==> config.mk <==
export PLATFORM = sky130hd
export DESIGN_NAME = multiturn_encoder_unwrapper
export DESIGN_NICKNAME = d
export VERILOG_FILES = /design/src/rtl/core/mtu_pkg.sv /design/src/rtl/core/multiturn_encoder_unwrapper.sv
export VERILOG_INCLUDE_DIRS = /design/src /design/src/rtl/core
export SDC_FILE = /design/constraint.sdc
export NUM_CORES = 1
export LEC_CHECK = 0
export BUFFER_PORTS_ARGS = -buffer_cell sky130_fd_sc_hd__buf_2
export CAP_MARGIN = 20
export CORE_MARGIN = 2
export CORE_UTILIZATION = 62
export CTS_CLUSTER_DIAMETER = 60
export CTS_CLUSTER_SIZE = 12
export DETAILED_ROUTE_END_ITERATION = 10
export GPL_TIMING_DRIVEN = 0
export PLACE_DENSITY_LB_ADDON = 0.05
export SYNTH_ARGS = -nofsm -noshare
export SYNTH_HDL_FRONTEND = slang
export SYNTH_SLANG_ARGS = --single-unit
==> constraint.sdc <==
create_clock -name clk -period 12.6 [get_ports clk]
set_input_delay 0.63 -clock clk [delete_from_list [all_inputs] [get_ports clk]]
set_output_delay 0.63 -clock clk [all_outputs]
set_load 0.1 [all_outputs]
==> src/rtl/core/assert_macros.svh <==
// ---------------------------------------------------------------------------
// Assertion macros
// Concurrent assertion wrappers shared by the RTL. With SYNTH defined they
// expand to nothing.
// ---------------------------------------------------------------------------
`ifndef ASSERT_MACROS_SVH
`define ASSERT_MACROS_SVH
`ifndef SYNTH
// Implication in the same cycle.
`define MTU_ASSERT_IMP(label, clk, rst_n, ante, cons, msg) \
  label: assert property (@(posedge clk) disable iff (!rst_n) (ante) |-> (cons)) \
    else $error(msg);
// Implication into the following cycle.
`define MTU_ASSERT_NXT(label, clk, rst_n, ante, cons, msg) \
  label: assert property (@(posedge clk) disable iff (!rst_n) (ante) |=> (cons)) \
    else $error(msg);
`else
`define MTU_ASSERT_IMP(label, clk, rst_n, ante, cons, msg)
`define MTU_ASSERT_NXT(label, clk, rst_n, ante, cons, msg)
`endif
`endif

==> src/rtl/core/mtu_pkg.sv <==
// ---------------------------------------------------------------------------
// mtu_pkg
// Operation codes, status codes and widths for the multi-turn unwrapper.
// ---------------------------------------------------------------------------
package mtu_pkg;

  // Width used for all single-turn arithmetic; holds values below 3 * 65536.
  localparam int SW = 18;

  localparam int RAW_MODULUS_DEF = 16384;

  typedef logic [1:0] func_t;
  typedef logic [2:0] status_t;

  localparam func_t FUNC_UPDATE = 2'd0;
  localparam func_t FUNC_BIND   = 2'd1;
  localparam func_t FUNC_UNBIND = 2'd2;

  localparam status_t ST_OK        = 3'd0;
  localparam status_t ST_RANGE     = 3'd1;
  localparam status_t ST_WINDOW    = 3'd2;
  localparam status_t ST_AMBIGUOUS = 3'd3;
  localparam status_t ST_FAR       = 3'd4;
  localparam status_t ST_OVERFLOW  = 3'd5;

endpackage

==> src/rtl/core/multiturn_encoder_unwrapper.sv <==
// ---------------------------------------------------------------------------
// multiturn_encoder_unwrapper
// Tracks a signed 32-bit multi-turn position from single-turn encoder words,
// with bind to a reference, unbind and half-turn wrapped updates.
// ---------------------------------------------------------------------------
//  channel | direction | handshake             | payload
//  in_     | input     | in_valid / in_ready   | func, sample_raw, reference_position,
//          |           |                       | bind_window
//  out_    | output    | out_valid / out_ready | status, position, is_bound
//
// One word per cycle is accepted while the output side takes results; each
// result passes in order through the input register, reciprocal multiply,
// turn-remainder reduction, then the result register.
// The tracker state is read and written only at the result stage, so a word
// sees everything its predecessors left. Reset is synchronous, active low.
// When the output word is stalled the whole pipeline holds and in_ready falls.
// ---------------------------------------------------------------------------
`include "assert_macros.svh"

module multiturn_encoder_unwrapper #(
  parameter int RAW_MODULUS = mtu_pkg::RAW_MODULUS_DEF
) (
  input  logic                  clk,
  input  logic                  rst_n,
  input  logic                  in_valid,
  output logic                  in_ready,
  input  logic [1:0]            in_func,
  input  logic [15:0]           in_sample_raw,
  input  logic signed [31:0]    in_reference_position,
  input  logic [15:0]           in_bind_window,
  output logic                  out_valid,
  input  logic                  out_ready,
  output logic [2:0]            out_status,
  output logic signed [31:0]    out_position,
  output logic                  out_is_bound
);

  localparam int SW = mtu_pkg::SW;

  // Reciprocal of the modulus; the quotient it gives is at most one short.
  localparam logic [31:0]   RECIP  = 32'((64'd1 << 32) / 64'(RAW_MODULUS));
  localparam logic [63:0]   OFF    = (64'd1 << 31) % 64'(RAW_MODULUS);
  localparam logic [SW-1:0] K_S    = SW'((64'(RAW_MODULUS) - OFF) % 64'(RAW_MODULUS));
  localparam logic [SW-1:0] MOD_S  = SW'(RAW_MODULUS);
  localparam logic [SW-1:0] MOD2_S = SW'(2 * RAW_MODULUS);
  localparam logic signed [SW-1:0] MODS_S  = SW'(RAW_MODULUS);
  localparam logic signed [SW-1:0] HALF_S  = SW'(RAW_MODULUS / 2);
  localparam logic signed [SW-1:0] NHALF_S = -SW'(RAW_MODULUS / 2);

  logic adv;

  // Stage 1: input register.
  logic                 s1_v_r;
  mtu_pkg::func_t       s1_func_r;
  logic [15:0]          s1_raw_r;
  logic signed [31:0]   s1_ref_r;
  logic [15:0]          s1_win_r;

  // Stage 2: low bits of the quotient of the offset reference.
  logic                 s2_v_r;
  mtu_pkg::func_t       s2_func_r;
  logic [15:0]          s2_raw_r;
  logic signed [31:0]   s2_ref_r;
  logic [15:0]          s2_win_r;
  logic [SW-1:0]        s2_q_r;

  // Stage 3: reference modulo the turn, in [0, modulus).
  logic                 s3_v_r;
  mtu_pkg::func_t       s3_func_r;
  logic [15:0]          s3_raw_r;
  logic signed [31:0]   s3_ref_r;
  logic [15:0]          s3_win_r;
  logic [SW-1:0]        s3_a_r;

  // Tracker state.
  logic                 bound_r, bound_nxt;
  logic [15:0]          last_r, last_nxt;
  logic signed [31:0]   pos_r, pos_nxt;

  // Result register.
  logic                 out_valid_r;
  mtu_pkg::status_t     out_status_r, status_nxt;
  logic signed [31:0]   out_position_r;
  logic                 out_is_bound_r;

  assign adv      = !out_valid_r || out_ready;
  assign in_ready = adv;

  // Stage 2 logic: offset reference times reciprocal.
  logic [31:0] x_off;
  logic [63:0] prod;
  logic [SW-1:0] q_nxt;

  assign x_off = s1_ref_r ^ 32'h8000_0000;
  assign prod  = 64'(x_off) * 64'(RECIP);
  assign q_nxt = prod[32 +: SW];

  // Stage 3 logic: remainder, one correction, then shift back by 2^31.
  logic [SW-1:0]   qm_lo;
  logic [SW-1:0]   u0, t_sum, a_nxt;

  assign qm_lo   = s2_q_r * MOD_S;
  assign u0      = s2_ref_r[SW-1:0] - qm_lo;
  assign t_sum   = u0 + K_S;

  always_comb begin
    if (t_sum >= MOD2_S) begin
      a_nxt = t_sum - MOD2_S;
    end else if (t_sum >= MOD_S) begin
      a_nxt = t_sum - MOD_S;
    end else begin
      a_nxt = t_sum;
    end
  end

  // Result stage: bind path.
  logic              raw_bad, win_bad;
  logic signed [SW-1:0] b_raw, b_mod, e_off;
  logic [SW:0]       two_b;
  logic              near_lo, tie;
  logic [SW-1:0]     snap_dist;
  logic              far;
  logic signed [32:0] best_c;
  logic              bind_ovf;

  assign raw_bad = {2'b00, s3_raw_r} >= MOD_S;
  assign win_bad = (s3_win_r == 16'd0) || ($signed({2'b00, s3_win_r}) >= HALF_S);
  assign b_raw   = $signed(s3_a_r) - $signed({2'b00, s3_raw_r});
  assign b_mod   = b_raw[SW-1] ? b_raw + MODS_S : b_raw;
  assign two_b   = {b_mod, 1'b0};
  assign near_lo = two_b < {1'b0, MOD_S};
  assign tie     = two_b == {1'b0, MOD_S};
  assign e_off   = near_lo ? b_mod : b_mod - MODS_S;
  assign snap_dist = near_lo ? b_mod : MOD_S - b_mod;
  assign far     = snap_dist > {2'b00, s3_win_r};
  assign best_c  = {s3_ref_r[31], s3_ref_r} - 33'(e_off);
  assign bind_ovf = best_c[32] != best_c[31];

  // Result stage: update path.
  logic signed [SW-1:0] delta, adj;
  logic              amb;
  logic signed [32:0] next_pos;
  logic              upd_ovf;

  assign delta = $signed({2'b00, s3_raw_r}) - $signed({2'b00, last_r});
  assign amb   = (delta == HALF_S) || (delta == NHALF_S);

  always_comb begin
    if (delta > HALF_S) begin
      adj = delta - MODS_S;
    end else if (delta < NHALF_S) begin
      adj = delta + MODS_S;
    end else begin
      adj = delta;
    end
  end

  assign next_pos = {pos_r[31], pos_r} + 33'(adj);
  assign upd_ovf  = next_pos[32] != next_pos[31];

  always_comb begin
    status_nxt = mtu_pkg::ST_OK;
    bound_nxt  = bound_r;
    last_nxt   = last_r;
    pos_nxt    = pos_r;
    case (s3_func_r)
      mtu_pkg::FUNC_UPDATE: begin
        if (!bound_r) begin
          status_nxt = mtu_pkg::ST_FAR;
        end else if (raw_bad) begin
          status_nxt = mtu_pkg::ST_RANGE;
        end else if (amb) begin
          status_nxt = mtu_pkg::ST_AMBIGUOUS;
        end else if (upd_ovf) begin
          status_nxt = mtu_pkg::ST_OVERFLOW;
        end else begin
          last_nxt = s3_raw_r;
          pos_nxt  = next_pos[31:0];
        end
      end
      mtu_pkg::FUNC_BIND: begin
        if (raw_bad) begin
          status_nxt = mtu_pkg::ST_RANGE;
        end else if (win_bad) begin
          status_nxt = mtu_pkg::ST_WINDOW;
        end else if (tie) begin
          status_nxt = mtu_pkg::ST_AMBIGUOUS;
        end else if (far) begin
          status_nxt = mtu_pkg::ST_FAR;
        end else if (bind_ovf) begin
          status_nxt = mtu_pkg::ST_OVERFLOW;
        end else begin
          bound_nxt = 1'b1;
          last_nxt  = s3_raw_r;
          pos_nxt   = best_c[31:0];
        end
      end
      mtu_pkg::FUNC_UNBIND: begin
        bound_nxt = 1'b0;
      end
      default: begin
        status_nxt = mtu_pkg::ST_OK;
      end
    endcase
  end

  // Valid bits and tracker state.
  always_ff @(posedge clk) begin
    if (!rst_n) begin
      s1_v_r      <= 1'b0;
      s2_v_r      <= 1'b0;
      s3_v_r      <= 1'b0;
      out_valid_r <= 1'b0;
      bound_r     <= 1'b0;
      last_r      <= 16'd0;
      pos_r       <= 32'sd0;
    end else if (adv) begin
      s1_v_r      <= in_valid;
      s2_v_r      <= s1_v_r;
      s3_v_r      <= s2_v_r;
      out_valid_r <= s3_v_r;
      if (s3_v_r) begin
        bound_r <= bound_nxt;
        last_r  <= last_nxt;
        pos_r   <= pos_nxt;
      end
    end
  end

  // Payload registers.
  always_ff @(posedge clk) begin
    if (adv) begin
      s1_func_r <= in_func;
      s1_raw_r  <= in_sample_raw;
      s1_ref_r  <= in_reference_position;
      s1_win_r  <= in_bind_window;

      s2_func_r <= s1_func_r;
      s2_raw_r  <= s1_raw_r;
      s2_ref_r  <= s1_ref_r;
      s2_win_r  <= s1_win_r;
      s2_q_r    <= q_nxt;

      s3_func_r <= s2_func_r;
      s3_raw_r  <= s2_raw_r;
      s3_ref_r  <= s2_ref_r;
      s3_win_r  <= s2_win_r;
      s3_a_r    <= a_nxt;

      out_status_r   <= status_nxt;
      out_position_r <= pos_nxt;
      out_is_bound_r <= bound_nxt;
    end
  end

  assign out_valid    = out_valid_r;
  assign out_status   = out_status_r;
  assign out_position = out_position_r;
  assign out_is_bound = out_is_bound_r;

  // A rejected bind or update must leave the tracker untouched.
  `MTU_ASSERT_NXT(a_err_keeps_state, clk, rst_n,
    adv && s3_v_r && (status_nxt != mtu_pkg::ST_OK),
    $stable(pos_r) && $stable(last_r) && $stable(bound_r),
    "rejected word changed tracker state")
  // A bind that succeeds leaves the tracker bound.
  `MTU_ASSERT_NXT(a_bind_sets_bound, clk, rst_n,
    adv && s3_v_r && (s3_func_r == mtu_pkg::FUNC_BIND) && (status_nxt == mtu_pkg::ST_OK),
    bound_r, "successful bind did not set bound")
  // The word on the output always reports the state it left behind.
  `MTU_ASSERT_IMP(a_out_matches_state, clk, rst_n, out_valid_r,
    (out_position_r == pos_r) && (out_is_bound_r == bound_r),
    "output word disagrees with tracker state")
  // Nothing in the last stage is dropped when the pipeline moves.
  `MTU_ASSERT_NXT(a_no_drop, clk, rst_n, adv && s3_v_r, out_valid_r,
    "result lost between last stage and output")

endmodule
Yosys cells after proc, flatten, opt, wreduce, memory -nomap -nowiden

Index checks and enable logic that the tools add are counted.

Logic and storage cells: 112
Bits of input ports: 70
Output and inout bits: 38
Register bits: 309

Add/sub/neg operators: 12
Multiplexer cells: 43
Reductions and logical operators: 9
Eq/ne operators: 16
Magnitude comparators: 8

Operators by type and width:

| operator                 | number |
|---|---|
| $mux W32                 | 9 |
| $mux W16                 | 9 |
| $mux W18                 | 7 |
| $pmux W32 S2             | 1 |
| $sub A18 B16 Y18 const B | 2 |
| $add A32 B18 Y33         | 1 |
| $sub A32 B18 Y33         | 1 |
| $pmux W16 S2             | 1 |
| $mux W3                  | 9 |
| $lt A19 B15 Y1 const B   | 1 |
| $add A17 B16 Y18 const B | 1 |
| $add A18 B16 Y18 const B | 1 |
| $eq A18 B14 Y1 const B   | 1 |
| $ge A18 B15 Y1 const B   | 1 |
| $ge A18 B16 Y1 const B   | 1 |
| $gt A18 B16 Y1           | 1 |
| $ne A2 B2 Y1 const B     | 9 |
| $sub A15 B18 Y18 const A | 1 |
| $sub A17 B16 Y18 const B | 1 |
| $sub A18 B15 Y18 const B | 1 |
| $sub A18 B17 Y18         | 1 |
| $sub A18 B18 Y18         | 1 |
| $eq A17 B14 Y1 const B   | 1 |
| $eq A17 B15 Y1 const B   | 1 |
| 18 further kinds         | 25 |

Longest topological paths before layout

Depth after elaboration: 13
Depth in mapped cells: 38
Depth with buffers taken out: 34

Worst setup path before layout

OpenSTA, ideal clock, no wires.

Path kind: flip-flop to flip-flop
From: reg out_valid_r, in the netlist out_valid
To: reg pos_r[30]
Buffers on the path: 1
Cell stages (with the launch flop): 6
Clock period less this slack: 10.620 ns
Arrival time: 10.558 ns
Setup time: 0.061 ns
Path slack: 1.980 ns
Required time: 12.539 ns
Path through: dfxtp_1 -> nand2b_1 -> clkbuf_1 -> nand2_1 -> nor2_1 -> a32o_1

Cells in the longest elaborated chain, start to end: 3

RTL lines:

| element                            | RTL line                           | text |
|---|---|---|
| from (decl)                        | multiturn_encoder_unwrapper.sv:81  | `logic out_valid_r;` |
| from (signal assigned)             | multiturn_encoder_unwrapper.sv:221 | `out_valid_r <= s3_v_r;` |
| $logic_not A1 Y1                   | multiturn_encoder_unwrapper.sv:86  | `assign adv = !out_valid_r \|\| out_ready;` |
| $logic_or A1 B1 Y1                 | multiturn_encoder_unwrapper.sv:86  |  |
| named net in_ready                 | multiturn_encoder_unwrapper.sv:26  | `output logic in_ready,` |
| $reduce_and A2 Y1 (no source line) | n/a                                |  |
| to (signal assigned)               | multiturn_encoder_unwrapper.sv:225 | `pos_r <= pos_nxt;` |
| to (decl)                          | multiturn_encoder_unwrapper.sv:78  | `logic signed [31:0] pos_r, pos_nxt;` |

The timed path passes the listed nets, and every way through them passes these cells.
A chain may end at the register's enable or synchronous reset.

Worst setup path in the final report

From: reg s3_raw_r[0]
To: reg out_position_r[0], in the netlist out_position[0], data pin

Cells in the longest elaborated chain, start to end: 13
Elaborated cells between the ends (all ways): 35
Those cells by class: add/sub: 9; order compare: 5; eq/ne: 5; mux: 15; reduce/logical: 1

RTL lines:

| element                                            | RTL line                                                               | text |
|---|---|---|
| from (decl)                                        | multiturn_encoder_unwrapper.sv:70                                      | `logic [15:0] s3_raw_r;` |
| from (signal assigned)                             | multiturn_encoder_unwrapper.sv:245                                     | `s3_raw_r <= s2_raw_r;` |
| $sub A18 B17 Y18                                   | multiturn_encoder_unwrapper.sv:128                                     | `assign b_raw = $signed(s3_a_r) - $signed({2'b00, s3_raw_r});` |
| $add A18 B16 Y18                                   | multiturn_encoder_unwrapper.sv:129                                     | `assign b_mod = b_raw[SW-1] ? b_raw + MODS_S : b_raw;` |
| $mux W18                                           | multiturn_encoder_unwrapper.sv:129                                     |  |
| $sub A18 B16 Y18 or $lt A19 B15 Y1 (tied branches) | multiturn_encoder_unwrapper.sv:133, multiturn_encoder_unwrapper.sv:131 |  |
| $mux W18                                           | multiturn_encoder_unwrapper.sv:133                                     | `assign e_off = near_lo ? b_mod : b_mod - MODS_S;` |
| $sub A32 B18 Y33                                   | multiturn_encoder_unwrapper.sv:136                                     | `assign best_c = {s3_ref_r[31], s3_ref_r} - 33'(e_off);` |
| $ne A1 B1 Y1                                       | multiturn_encoder_unwrapper.sv:137                                     | `assign bind_ovf = best_c[32] != best_c[31];` |
| $mux W32                                           | multiturn_encoder_unwrapper.sv:190                                     | `end else if (bind_ovf) begin` |
| $mux W32                                           | multiturn_encoder_unwrapper.sv:188                                     | `end else if (far) begin` |
| $mux W32                                           | multiturn_encoder_unwrapper.sv:186                                     | `end else if (tie) begin` |
| $mux W32                                           | multiturn_encoder_unwrapper.sv:184                                     | `end else if (win_bad) begin` |
| $mux W32                                           | multiturn_encoder_unwrapper.sv:182                                     | `if (raw_bad) begin` |
| $pmux W32 S2 (*)                                   | multiturn_encoder_unwrapper.sv:166                                     | `case (s3_func_r)` |
| named net pos_nxt[0]                               | multiturn_encoder_unwrapper.sv:78                                      |  |
| to (signal assigned)                               | multiturn_encoder_unwrapper.sv:251                                     | `out_position_r <= pos_nxt;` |
| to (decl)                                          | multiturn_encoder_unwrapper.sv:83                                      | `logic signed [31:0] out_position_r;` |

The timed path passes the listed nets; every way through them passes the cells marked *.

==> results.yml <==
run_status:
  outcome: "complete, no violations"
logic_synthesis:
  synth_edf_count: 234
  yosysMostFrequentCell: "edfxtp_1"
  netlist_top_cells_count: "234 x edfxtp_1, 110 x nand2_1, 106 x ha_1"
  avgSynthCellArea_um2: 10.92
  ys_types: 99
  synth_top_area_cell: "edfxtp_1"
  ys_ff_latch: 287
  ys.flop_type: "edfxtp_1"
  yosys_warnings: 0
  ys_seq_area_frac: 0.4982
  synthCells: 1486
  synth.area.top_cells: "edfxtp_1 43%, ha_1 8.2%, dfxtp_1 6.5%, a21o_1 3.2%, xnor2_1 3.1%"
  synthArstFlopShare: 0
  syn_area_um2: 16230
  syn_nets: 1666
  synth_top_area_share: 0.4328
setup_path:
  end_kind: "flop"
  cp-startpoint: "s3_raw_r[0]"
  cp_data_required_time_ps: 12920
  critical_path.max_fanout: 15
  slowest_delay_ps: 720
  critPathSlowestCell: "o21ai_2"
  worstSetupPathType: "flop to flop"
  critical_path_arrival_ps: 9560
  critPathBufInv: 4
  crit_family: "compound AO/OA/AOI/OAI gates"
  crit_top_cell: "o21ai_0"
  critPathLaunchType: "flop"
  r2r-start: "s3_raw_r[0]"
clocking:
  path_clk_slew_ps: 60
  post_cts_buffers: 0
  ctsResizeCount: 0
  ctsLongestPathBuffers: 3
  cts_tree: "yes"
  cts_root_buf: "clkbuf_16"
  cts_buffers: 30
  cts_htree_levels: 1
  clock-sinks: 287
  insertion_delay_ps: 560
  cts_hold_buf: 0
finish:
  areaGrowthSynthToFinish_pct: 12.19
  fillers: 1931
  drive_above_1_share: 0.1283
  nNetsFinal: 1808
  stdcell_count: 1987
  antenna_cells: 0
power:
  intPower_mw: 1.848
  pwr-share-clk: 0.306
  power_mw: 2.766
  combPwrFrac: 0.296
  p_leak_nw: 7.823
  power.density_nw_per_um2: 151.9
  p_sw_frac: 0.3320
  seqPwrFrac: 0.398
  ir_drop_mv: 0.1384
  p_switching_uw: 918.1
sta:
  slew_headroom: 0.3972
  finalMaxSlewViolations: 0
  fmaxAchievable_mhz: 108.2
  setup_viol: 0
  tns_ps: 0
  hold_viol: 0
  clock_skew_ps: 15.67
  rsz0062_at_grt: "false"
  period_share: 0.7333
  period_minus_slack_ps: 9239
  tightest_slew_ps: 904.2
global_route:
  grt_first_pass_wirelength_um: 64430
  grt_pass1_vias: 11928
  antenna_found_initial: 0
  grt_overflow: 0
  grt_max_degree: 79
  grt_usage: 0.2934
floorplan:
  initial_core_util: 0.6265
  core_area_um2: 25910
  die_height_um: 165.8
  num_io_pins: 108
  dieArea_um2: 27490
  row_count: 59
  die_width_um: 165.8
route:
  vias_per_cell: 6.295
  wl_per_cell_um: 20.64
  first_pass_iters: 6
  vias: 12508
  drc: 0
  drtIter0Drc: 1386
  wirelength_um: 41000
  antenna_left: 0
flow_run:
  maxCapViolCount: 0
placement:
  place_hpwl_um: 30140
  port_buffers: 106
  dp_cells: 1930
  gp_congestion: 0.9736
min_path:
  min_from: "in_reference_position[16]"
  worst_hold_path_type: "input pin to flop"
[worst register-to-register path: cells and delay by family (launching register included)]
| family | cells | cell delay, ps |
|---|---|---|
| compound gates | 17 | 4520 |
| xor+xnor | 2 | 700 |
| fa+ha+maj | 4 | 1280 |
| buf+inv | 4 | 1020 |
| flops | 1 | 470 |
| simple gates | 2 | 1020 |
[cell usage in the layout, fill, tap and decap left out, types with 17 or more instances in the layout]
cell type / instances
a21o_1: 69
a21oi_1: 87
a22oi_1: 21
a31oi_1: 26
and3_1: 20
buf_2: 117
clkbuf_1: 43
clkbuf_16: 30
dfxtp_1: 53
edfxtp_1: 234
ha_1: 106
inv_1: 95
nand2_1: 110
nand2b_1: 17
nand3_1: 40
nand4_1: 20
nor2_1: 72
o21ai_0: 80
o31ai_1: 25
xnor2_1: 57
xor2_1: 36
[state kept, by name, indices dropped and copies added (netlist names), 32 cells and up]
signal and cells:
out_position 32, pos_r 32, s1_ref_r 32, s2_ref_r 32, s3_ref_r 32
[final cells by class]
class                           instances  area, um2  share of cell area
Buffer                                 44      200.2             0.01099
Clock buffer                           48      818.3             0.04493
Clock inverter                          8      115.1            0.006320
Inverter                              100      377.9             0.02075
Multi-Input combinational cell       1055       7576              0.4160
Sequential cell                       287       8088              0.4441
Tap cell                              335      419.2             0.02301
Timing Repair Buffer                  110      618.1             0.03394
[logic make-up (layout without fill, tap and decap cells)]
family,count (synthesis),after routing,share of synthesized area
buffers and inverters,144,310,0.03538
xor gates and xnor gates,93,93,0.05017
adders and majority gates,110,110,0.08663
muxes,16,16,0.01033
AOI/OAI and AO/OA,468,468,0.2045
and+or+nand+nor,368,368,0.1148
DFF,287,287,0.4982
[metal layers]
| layer | track usage | wire length (um) | up-vias |
|---|---|---|---|
| met3 | 0.04242 | 2964 | 103 |
| met1 | 0.4071 | 17830 | 5945 |
| met4 | 0.09754 | 1451 | 0 |
| met2 | 0.4792 | 18760 | 518 |
| met5 | 0 | 0 | - |
| li1 | - | - | 5942 |
[per-stage QoR]
step	hold slack, ps	cell area [um2]	util	setup WS [ps]
global route	221.4	18210	0.7029	2880
detailed placement	404.5	17270	0.6667	3596
global placement	400.1	17180	0.6632	-414.5
CTS	214.1	18210	0.7027	3557
finish	238.9	18210	0.7029	3361
floorplan	400.3	16230	-	1980
[power groups by stage]
stage          combinational [mW]  clock [mW]  sequential, mW
2_1_floorplan               0.556           0            1.14
3_3_place_gp                0.780           0            1.12
3_5_place_dp                0.795           0            1.12
4_1_cts                     0.803       0.861            1.10
5_1_grt                     0.887       0.898            1.10
6_report                    0.819       0.846            1.10
[final timing paths]
check / to / slack, ps / depth (start not counted)
worst max register to register: out_position[0] / 3360 / 29
worst max-delay path: out_position[0] / 3360 / 29
worst min register to register: s3_win_r[12] / 410 / 0
worst min-delay path: s1_ref_r[16] / 240 / 1
Note: power is estimated with default switching activity, not from simulation.
